--- src/design/dqp_pkg.sv ---
// Shared types and constants for the dotted-quad IPv4 parser.
package dqp_pkg;

	// Character codes used by the classifier.
	localparam logic [7:0] CH_NUL   = 8'h00;
	localparam logic [7:0] CH_TAB   = 8'h09;
	localparam logic [7:0] CH_CR    = 8'h0D;
	localparam logic [7:0] CH_SPACE = 8'h20;
	localparam logic [7:0] CH_PLUS  = 8'h2B;
	localparam logic [7:0] CH_MINUS = 8'h2D;
	localparam logic [7:0] CH_DOT   = 8'h2E;
	localparam logic [7:0] CH_ZERO  = 8'h30;
	localparam logic [7:0] CH_NINE  = 8'h39;

	// Octet limits and radix.
	localparam logic [8:0] OCTET_MAX = 9'd255;
	localparam logic [8:0] OCTET_SAT = 9'd256;
	localparam logic [3:0] RADIX     = 4'd10;

	localparam logic [1:0] LAST_FIELD = 2'd3;

	// Classified character as the back end sees it.
	typedef struct packed {
		logic       is_space;  // space, tab, LF, VT, FF, CR
		logic       is_sign;   // '+' or '-'
		logic       is_minus;  // '-'
		logic       is_digit;
		logic [3:0] digit;
		logic       is_dot;
		logic       is_term;   // NUL, space or tab
	} char_class_t;

	// A NUL byte, appended after the last character of a string.
	localparam char_class_t NUL_CLASS = '{
		is_space: 1'b0, is_sign: 1'b0, is_minus: 1'b0, is_digit: 1'b0,
		digit: 4'd0, is_dot: 1'b0, is_term: 1'b1
	};

	typedef struct packed {
		char_class_t cls;
		logic        last;
	} queue_word_t;

	// Write side of the queue between front and back end.
	typedef struct packed {
		logic        push;
		queue_word_t word;
	} queue_wr_t;

	// Read side of the queue.
	typedef struct packed {
		logic        avail;
		queue_word_t word;
	} queue_rd_t;

	typedef enum logic [1:0] {
		PH_START,
		PH_SPACE,
		PH_SIGN,
		PH_DIGITS
	} phase_t;

	typedef enum logic [1:0] {
		OUT_PENDING,
		OUT_PASS,
		OUT_FAIL
	} outcome_t;

	typedef struct packed {
		logic [1:0]  field_index;
		phase_t      phase;
		logic [8:0]  octet;
		logic        negative;
		logic        empty_ok;
		logic [23:0] hold;
		outcome_t    outcome;
	} parse_st_t;

	localparam parse_st_t PARSE_RESET = '{
		field_index: 2'd0, phase: PH_START, octet: 9'd0, negative: 1'b0,
		empty_ok: 1'b0, hold: 24'd0, outcome: OUT_PENDING
	};

endpackage

--- src/design/dqp_front.sv ---
// Front end: accepts characters, classifies them and writes them to the queue.
module dqp_front import dqp_pkg::*; (
	input  logic        in_valid,
	output logic        in_stall,
	input  logic [7:0]  char_code,
	input  logic        last,
	input  logic        queue_full,
	output queue_wr_t   queue_wr
);

	function automatic char_class_t classify(input logic [7:0] c);
		char_class_t k;
		k.is_space = (c == CH_SPACE) || (c >= CH_TAB && c <= CH_CR);
		k.is_sign  = (c == CH_PLUS) || (c == CH_MINUS);
		k.is_minus = (c == CH_MINUS);
		k.is_digit = (c >= CH_ZERO) && (c <= CH_NINE);
		k.digit    = 4'(c - CH_ZERO);
		k.is_dot   = (c == CH_DOT);
		k.is_term  = (c == CH_NUL) || (c == CH_SPACE) || (c == CH_TAB);
		return k;
	endfunction

	assign in_stall            = queue_full;
	assign queue_wr.push       = in_valid && !queue_full;
	assign queue_wr.word.cls   = classify(char_code);
	assign queue_wr.word.last  = last;

endmodule

--- src/design/dqp_queue.sv ---
// Small register queue that decouples the front end from the back end.
module dqp_queue import dqp_pkg::*; #(
	parameter int DEPTH = 4
) (
	input  logic      clk,
	input  logic      arst_n,
	input  queue_wr_t queue_wr,
	output logic      full,
	output queue_rd_t queue_rd,
	input  logic      pop
);

	localparam int IDX_W = (DEPTH > 1) ? $clog2(DEPTH) : 1;
	localparam int CNT_W = $clog2(DEPTH + 1);

	queue_word_t        mem_q [DEPTH];
	logic [IDX_W-1:0]   wr_ptr_q;
	logic [IDX_W-1:0]   rd_ptr_q;
	logic [CNT_W-1:0]   count_q;
	logic               do_push;
	logic               do_pop;

	function automatic logic [IDX_W-1:0] bump(input logic [IDX_W-1:0] p);
		return (p == IDX_W'(DEPTH - 1)) ? '0 : p + 1'b1;
	endfunction

	assign full           = (count_q == CNT_W'(DEPTH));
	assign queue_rd.avail = (count_q != '0);
	assign queue_rd.word  = mem_q[rd_ptr_q];
	assign do_push        = queue_wr.push;
	assign do_pop         = pop && queue_rd.avail;

	always_ff @(posedge clk) begin
		if (do_push) begin
			mem_q[wr_ptr_q] <= queue_wr.word;
		end
	end

	always_ff @(posedge clk or negedge arst_n) begin
		if (!arst_n) begin
			wr_ptr_q <= '0;
			rd_ptr_q <= '0;
			count_q  <= '0;
		end else begin
			if (do_push) begin
				wr_ptr_q <= bump(wr_ptr_q);
			end
			if (do_pop) begin
				rd_ptr_q <= bump(rd_ptr_q);
			end
			unique case ({do_push, do_pop})
				2'b10:   count_q <= count_q + 1'b1;
				2'b01:   count_q <= count_q - 1'b1;
				default: count_q <= count_q;
			endcase
		end
	end

endmodule

--- src/design/dqp_back.sv ---
// Back end: field parser state machine and the registered result stage.
module dqp_back import dqp_pkg::*; (
	input  logic        clk,
	input  logic        arst_n,
	input  queue_rd_t   queue_rd,
	output logic        pop,
	output logic        out_valid,
	input  logic        out_stall,
	output logic        ok,
	output logic [31:0] address
);

	parse_st_t   state_q;
	parse_st_t   after_char;
	parse_st_t   after_nul;
	parse_st_t   state_d;
	logic        out_valid_q;
	logic        ok_q;
	logic [31:0] address_q;
	logic        res_ok;
	logic [31:0] res_address;
	logic        slot_free;

	function automatic parse_st_t accumulate(input parse_st_t s, input logic [3:0] d);
		parse_st_t  n;
		logic [11:0] v;
		n = s;
		v = 12'(s.octet) * 12'(RADIX) + 12'(d);
		n.octet = (v > 12'(OCTET_SAT)) ? OCTET_SAT : v[8:0];
		n.phase = PH_DIGITS;
		return n;
	endfunction

	function automatic parse_st_t close_field(input parse_st_t s, input logic had_digits,
			input char_class_t k);
		parse_st_t n;
		logic      delim;
		logic      bad;
		n   = s;
		bad = 1'b0;
		if (had_digits) begin
			bad   = (s.octet > OCTET_MAX) || (s.negative && s.octet != '0);
			delim = (s.field_index != LAST_FIELD) ? k.is_dot : k.is_term;
		end else begin
			n.octet = '0;
			delim   = s.empty_ok;
		end
		if (bad || !delim) begin
			n.outcome = OUT_FAIL;
		end else if (s.field_index != LAST_FIELD) begin
			n.hold        = {s.hold[15:0], n.octet[7:0]};
			n.field_index = s.field_index + 1'b1;
			n.phase       = PH_START;
			n.octet       = '0;
			n.negative    = 1'b0;
			n.empty_ok    = 1'b0;
		end else begin
			n.outcome = OUT_PASS;
		end
		return n;
	endfunction

	function automatic parse_st_t feed(input parse_st_t s, input char_class_t k);
		parse_st_t n;
		n = s;
		if (s.outcome == OUT_PENDING) begin
			unique case (s.phase)
				PH_START, PH_SPACE: begin
					if (s.phase == PH_START) begin
						n.empty_ok = (s.field_index != LAST_FIELD) ? k.is_dot : k.is_term;
					end
					if (k.is_space) begin
						n.phase = PH_SPACE;
					end else if (k.is_sign) begin
						n.negative = k.is_minus;
						n.phase    = PH_SIGN;
					end else if (k.is_digit) begin
						n = accumulate(n, k.digit);
					end else begin
						n = close_field(n, 1'b0, k);
					end
				end
				PH_SIGN: begin
					n = k.is_digit ? accumulate(n, k.digit) : close_field(n, 1'b0, k);
				end
				PH_DIGITS: begin
					n = k.is_digit ? accumulate(n, k.digit) : close_field(n, 1'b1, k);
				end
				default: n.outcome = OUT_FAIL;
			endcase
		end
		return n;
	endfunction

	// A last character may only leave when the result register can take it.
	assign slot_free = !out_valid_q || !out_stall;
	assign pop       = queue_rd.avail && (!queue_rd.word.last || slot_free);

	// Next state.
	always_comb begin
		after_char = feed(state_q, queue_rd.word.cls);
		after_nul  = feed(after_char, NUL_CLASS);
		state_d    = state_q;
		if (pop) begin
			state_d = queue_rd.word.last ? PARSE_RESET : after_char;
		end
	end

	// Result of a string that ends with the current character.
	always_comb begin
		res_ok      = (after_nul.outcome == OUT_PASS);
		res_address = res_ok ? {after_nul.hold, after_nul.octet[7:0]} : '0;
	end

	always_ff @(posedge clk or negedge arst_n) begin
		if (!arst_n) begin
			state_q     <= PARSE_RESET;
			out_valid_q <= 1'b0;
		end else begin
			state_q <= state_d;
			if (pop && queue_rd.word.last) begin
				out_valid_q <= 1'b1;
			end else if (!out_stall) begin
				out_valid_q <= 1'b0;
			end
		end
	end

	always_ff @(posedge clk) begin
		if (pop && queue_rd.word.last) begin
			ok_q      <= res_ok;
			address_q <= res_address;
		end
	end

	assign out_valid = out_valid_q;
	assign ok        = ok_q;
	assign address   = address_q;

endmodule

--- src/design/dotted_quad_ipv4_parser.sv ---
// Top level of the streaming dotted-quad IPv4 address parser.
//
//   Channel | Handshake           | Payload          | Word
//   --------+---------------------+------------------+------------------------------
//   input   | in_valid, in_stall  | char_code, last  | one character of the string
//   output  | out_valid, out_stall| ok, address      | verdict for one whole string
//
// One word is taken every cycle unless in_stall is raised; the parser updates its
// field state for one character per cycle while the queue holds one and no
// stalled result holds back a last character, a multiply-by-ten accumulate
// being the longest path. A last character is written to the queue; the parser
// then reads it and registers the verdict in the result stage. Reset (arst_n
// low) empties the queue, clears the parser state and drops out_valid. A stall
// on the output holds the result; the queue of QUEUE_DEPTH words absorbs input
// until it fills, and only then is in_stall raised.
//
// The front end sorts each character into classes (space, sign, digit,
// dot, terminator) and writes it to the queue. The back end runs the field
// state machine; on the last character it also applies the implied NUL that
// ends the string, registers the verdict and returns to its reset state.
module dotted_quad_ipv4_parser import dqp_pkg::*; #(
	parameter int QUEUE_DEPTH = 4
) (
	input  logic        clk,
	input  logic        arst_n,
	input  logic        in_valid,
	output logic        in_stall,
	input  logic [7:0]  char_code,
	input  logic        last,
	output logic        out_valid,
	input  logic        out_stall,
	output logic        ok,
	output logic [31:0] address
);

	queue_wr_t queue_wr;
	queue_rd_t queue_rd;
	logic      queue_full;
	logic      queue_pop;

	dqp_front u_front (
		.in_valid   (in_valid),
		.in_stall   (in_stall),
		.char_code  (char_code),
		.last       (last),
		.queue_full (queue_full),
		.queue_wr   (queue_wr)
	);

	dqp_queue #(
		.DEPTH (QUEUE_DEPTH)
	) u_queue (
		.clk      (clk),
		.arst_n   (arst_n),
		.queue_wr (queue_wr),
		.full     (queue_full),
		.queue_rd (queue_rd),
		.pop      (queue_pop)
	);

	dqp_back u_back (
		.clk       (clk),
		.arst_n    (arst_n),
		.queue_rd  (queue_rd),
		.pop       (queue_pop),
		.out_valid (out_valid),
		.out_stall (out_stall),
		.ok        (ok),
		.address   (address)
	);

endmodule

--- config.mk ---
export PLATFORM = sky130hd
export DESIGN_NAME = dotted_quad_ipv4_parser
export DESIGN_NICKNAME = d
export VERILOG_FILES = /design/src/design/dqp_pkg.sv /design/src/design/dqp_front.sv /design/src/design/dqp_queue.sv /design/src/design/dqp_back.sv /design/src/design/dotted_quad_ipv4_parser.sv
export SDC_FILE = /design/constraint.sdc
export NUM_CORES = 1
export LEC_CHECK = 0
export ABC_AREA = 1
export BUFFER_PORTS_ARGS = -buffer_cell sky130_fd_sc_hd__buf_2
export CAP_MARGIN = 20
export CORE_AREA = 4 4 136 138
export CTS_BUF_LIST = sky130_fd_sc_hd__clkbuf_8
export DETAILED_ROUTE_END_ITERATION = 10
export DIE_AREA = 0 0 140 142
export MAX_ROUTING_LAYER = met4
export PLACE_DENSITY_LB_ADDON = 0.3
export SYNTH_ARGS = -nofsm -noshare
export SYNTH_HDL_FRONTEND = slang
export SYNTH_SLANG_ARGS = --single-unit
--- constraint.sdc ---
create_clock -name clk -period 4.26 [get_ports clk]
set_input_delay 0.213 -clock clk [delete_from_list [all_inputs] [get_ports clk]]
set_output_delay 0.213 -clock clk [all_outputs]
set_load 0.03 [all_outputs]
==> impl_metrics.tcl <==
set metrics [dict create \
    rows 48 \
    syn_to_final_growth_pct 10.2 \
    postCtsSetupRepairBufs 0 \
    cts_tree "yes" \
    worst_pin_slew_ps 1020 \
    ctsLongestPathBuffers 2 \
    die_area_mm2 0.0199 \
    wl_per_cell_um 14.4 \
    grt_overflow_total 0 \
    cts-buffers-inserted 17 \
    vias 6859 \
    io_buffers 47 \
    gp_congestion 0.878 \
    synth_cell_types 46 \
    drtIter0Drc 634 \
    crit_path_top_delay_cell "fa_1" \
    grt_pass1_vias 6509 \
    cts_sinks 126 \
    die_h_um 142 \
    fin_skew_ps 11.7 \
    clk_latency_ps 450 \
    pin_count 48 \
    fillers 1687 \
    setup_violations 0 \
    multi_input_area_mm2 0.00372 \
    synth_edf_count 77 \
    synthCells 1013 \
    synth.avg_cell_area_um2 7.84 \
    cp_slowest_stage_delay_ps 590 \
    htreeDepth 4 \
    hp-class "in2reg" \
    clk_pin_slew_ps 80 \
    hold_viol_final 0 \
    power.density_mw_per_mm2 809 \
    syn-num-nets 1052 \
    fmax_mhz 258 \
    ys_seq_area_share_pct 44.5 \
    track_usage_pct 20.1 \
    required_ps 4470 \
    ant_nets 0 \
    grt_max_degree 50 \
    period_share_pct 91.0 \
    grt_pass1_wl_mm 31.6 \
    critPathKind "reg2reg" \
    dp_slack_ps 340 \
    syn_area_mm2 0.00794 \
    antenna_found_initial 0 \
    avgViaCountPerCell 5.29 \
    cap_violations 0 \
    fin_ws_ps 385 \
    cp.arrival_ps 4090 \
    crit_fanout 33 \
    nets 1098 \
    slew_headroom_pct 31.7 \
    rsz0062_at_grt "no" \
    critPathLaunchType "register" \
    slew_viol_final 0 \
    wl_mm 18.7 \
    ys_warn_count 0 \
    cp-end-kind "register" \
    remaining_drc_errors 0 \
    seqCellArea_mm2 0.00354 \
    synth_flop_cell "edfxtp_1" \
    period_needed_ps 3870 \
    drive_gt1_share_pct 14.2 \
    start_util_pct 46.2 \
    dp_hpwl_mm 12.6 \
    antenna_cells 0 \
    dr.pass1.iters 7 \
    timing.setup.tns_ps 0 \
    root_buffer "clkbuf_8" \
    leakagePower_nw 3.84 \
    die_w_um 140 \
    irDropWorstVdd_mv 0.416 \
    synthArstFlopShare_pct 38.9 \
    core_mm2 0.0172 \
    cpMostUsedCell "nand2_1" \
    ys_ff_latch 126 \
    status "complete, no violations" \
]
-- final cells by class --
class	count	area share, %
multi-input combinational	725	42.5
sequential	126	40.4
inverter	123	5.33
timing repair buffer	66	4.57
tap	225	3.22
clock buffer	17	2.67
clock inverter	15	1.24
-- timing repair --
| action | in CTS | in global routing |
|---|---|---|
| endpoints found under the hold margin | 58 | 0 |
| gates resized for setup | 0 | 2 |
| hold buffers | 4 | 0 |
| endpoints found under the setup margin | 0 | 33 |
-- final timing paths --
path	cells past startpoint	from	slack [ps]	to
max	25	u_back.state_q[29]	390	u_back.address[26]
min	1	char_code[3]	30	u_queue.mem_q[1][6]
max reg2reg	25	u_back.state_q[29]	390	u_back.address[26]
min reg2reg	1	u_queue.count_q[0]	480	u_queue.count_q[0]
max in group asynchronous	3	arst_n	3340	u_queue.rd_ptr_q[1]
min in group asynchronous	3	arst_n	420	u_back.state_q[22]
-- flip-flops by register name (all words and copies together), names as in the netlist --
signal,count
u_queue.mem_q,44
u_back.state_q,41
u_back.address,32
u_queue.count_q,3
u_queue.rd_ptr_q,2
u_queue.wr_ptr_q,2
u_back.ok,1
u_back.out_valid,1
-- cell usage in the layout, fill, tap and decap left out, types with 9 or more instances in the layout --
cell type  count
o211ai_1       9
inv_1        110
nand4_1       23
ha_1          23
o21ai_0      111
dfrtp_1       48
nor2_2        20
o22ai_1       18
a21oi_1       56
nand2_1      270
edfxtp_1      77
nand3_1       46
clkbuf_8      17
buf_4         14
buf_2         47
nor2_1        84
-- critical path, delay by kind of cell (launching register included) --
family,cells,cell delay [ps]
flops,1,500
compound gates,1,70
simple gates,19,1600
buf+inv,2,270
fa+ha+maj,3,1170
-- metal layers --
layer / vias to the layer above / GRT usage, % / routed length [µm]
met4: 0 / 6.12 / 301
met3: 27 / 4.27 / 1360
met5: - / - / 0
li1: 3487 / - / -
met1: 3117 / 26.8 / 8540
met2: 228 / 31.3 / 8490
-- synthesized netlist by cell type, types with 4 or more instances --
cell type / n / area (µm²)
nand2_1: 270 / 1010
o21ai_0: 111 / 556
inv_1: 110 / 413
nor2_1: 86 / 323
edfxtp_1: 77 / 2310
a21oi_1: 56 / 280
dfrtp_1: 49 / 1230
nand3_1: 46 / 230
clkbuf_1: 23 / 86.3
ha_1: 23 / 288
nand4_1: 23 / 144
nor2_2: 18 / 113
o22ai_1: 18 / 113
buf_6: 9 / 101
o211ai_1: 9 / 67.6
inv_2: 8 / 30.0
o21ai_1: 8 / 40.0
o221ai_1: 8 / 70.1
nand2_2: 7 / 43.8
nor2_4: 6 / 67.6
nor3_1: 4 / 20.0
-- kinds of logic after synthesis --
group	share of synthesized area, %
flops	44.5
fa+ha+maj	4.38
buf+inv	8.73
compound gates	15.7
simple gates	26.2
xor+xnor	0.441
-- where the power goes --
group / internal [mW] / switching [mW] / total (mW) / leakage (nW)
clock network: 0.405 / 0.522 / 0.927 / 0.175
registers: 1.78 / 0.228 / 2.01 / 1.37
logic: 1.21 / 2.94 / 4.15 / 2.29
total: 3.40 / 3.69 / 7.09 / 3.84
-- metrics by stage --
stage	hold slack [ps]	total power [mW]	area [µm²]	utilization, %	cells
6_report	29.0	7.09	8760	51.0	1297
5_1_grt	8.43	7.74	8760	51.0	1297
4_1_cts	11.5	7.09	8740	50.9	1296
3_5_place_dp	378	6.15	8360	48.7	1260
3_3_place_gp	382	6.10	8360	48.7	1260
2_1_floorplan	-82.6	5.22	7940	-	1013
Power figures use the tool's default switching activity.
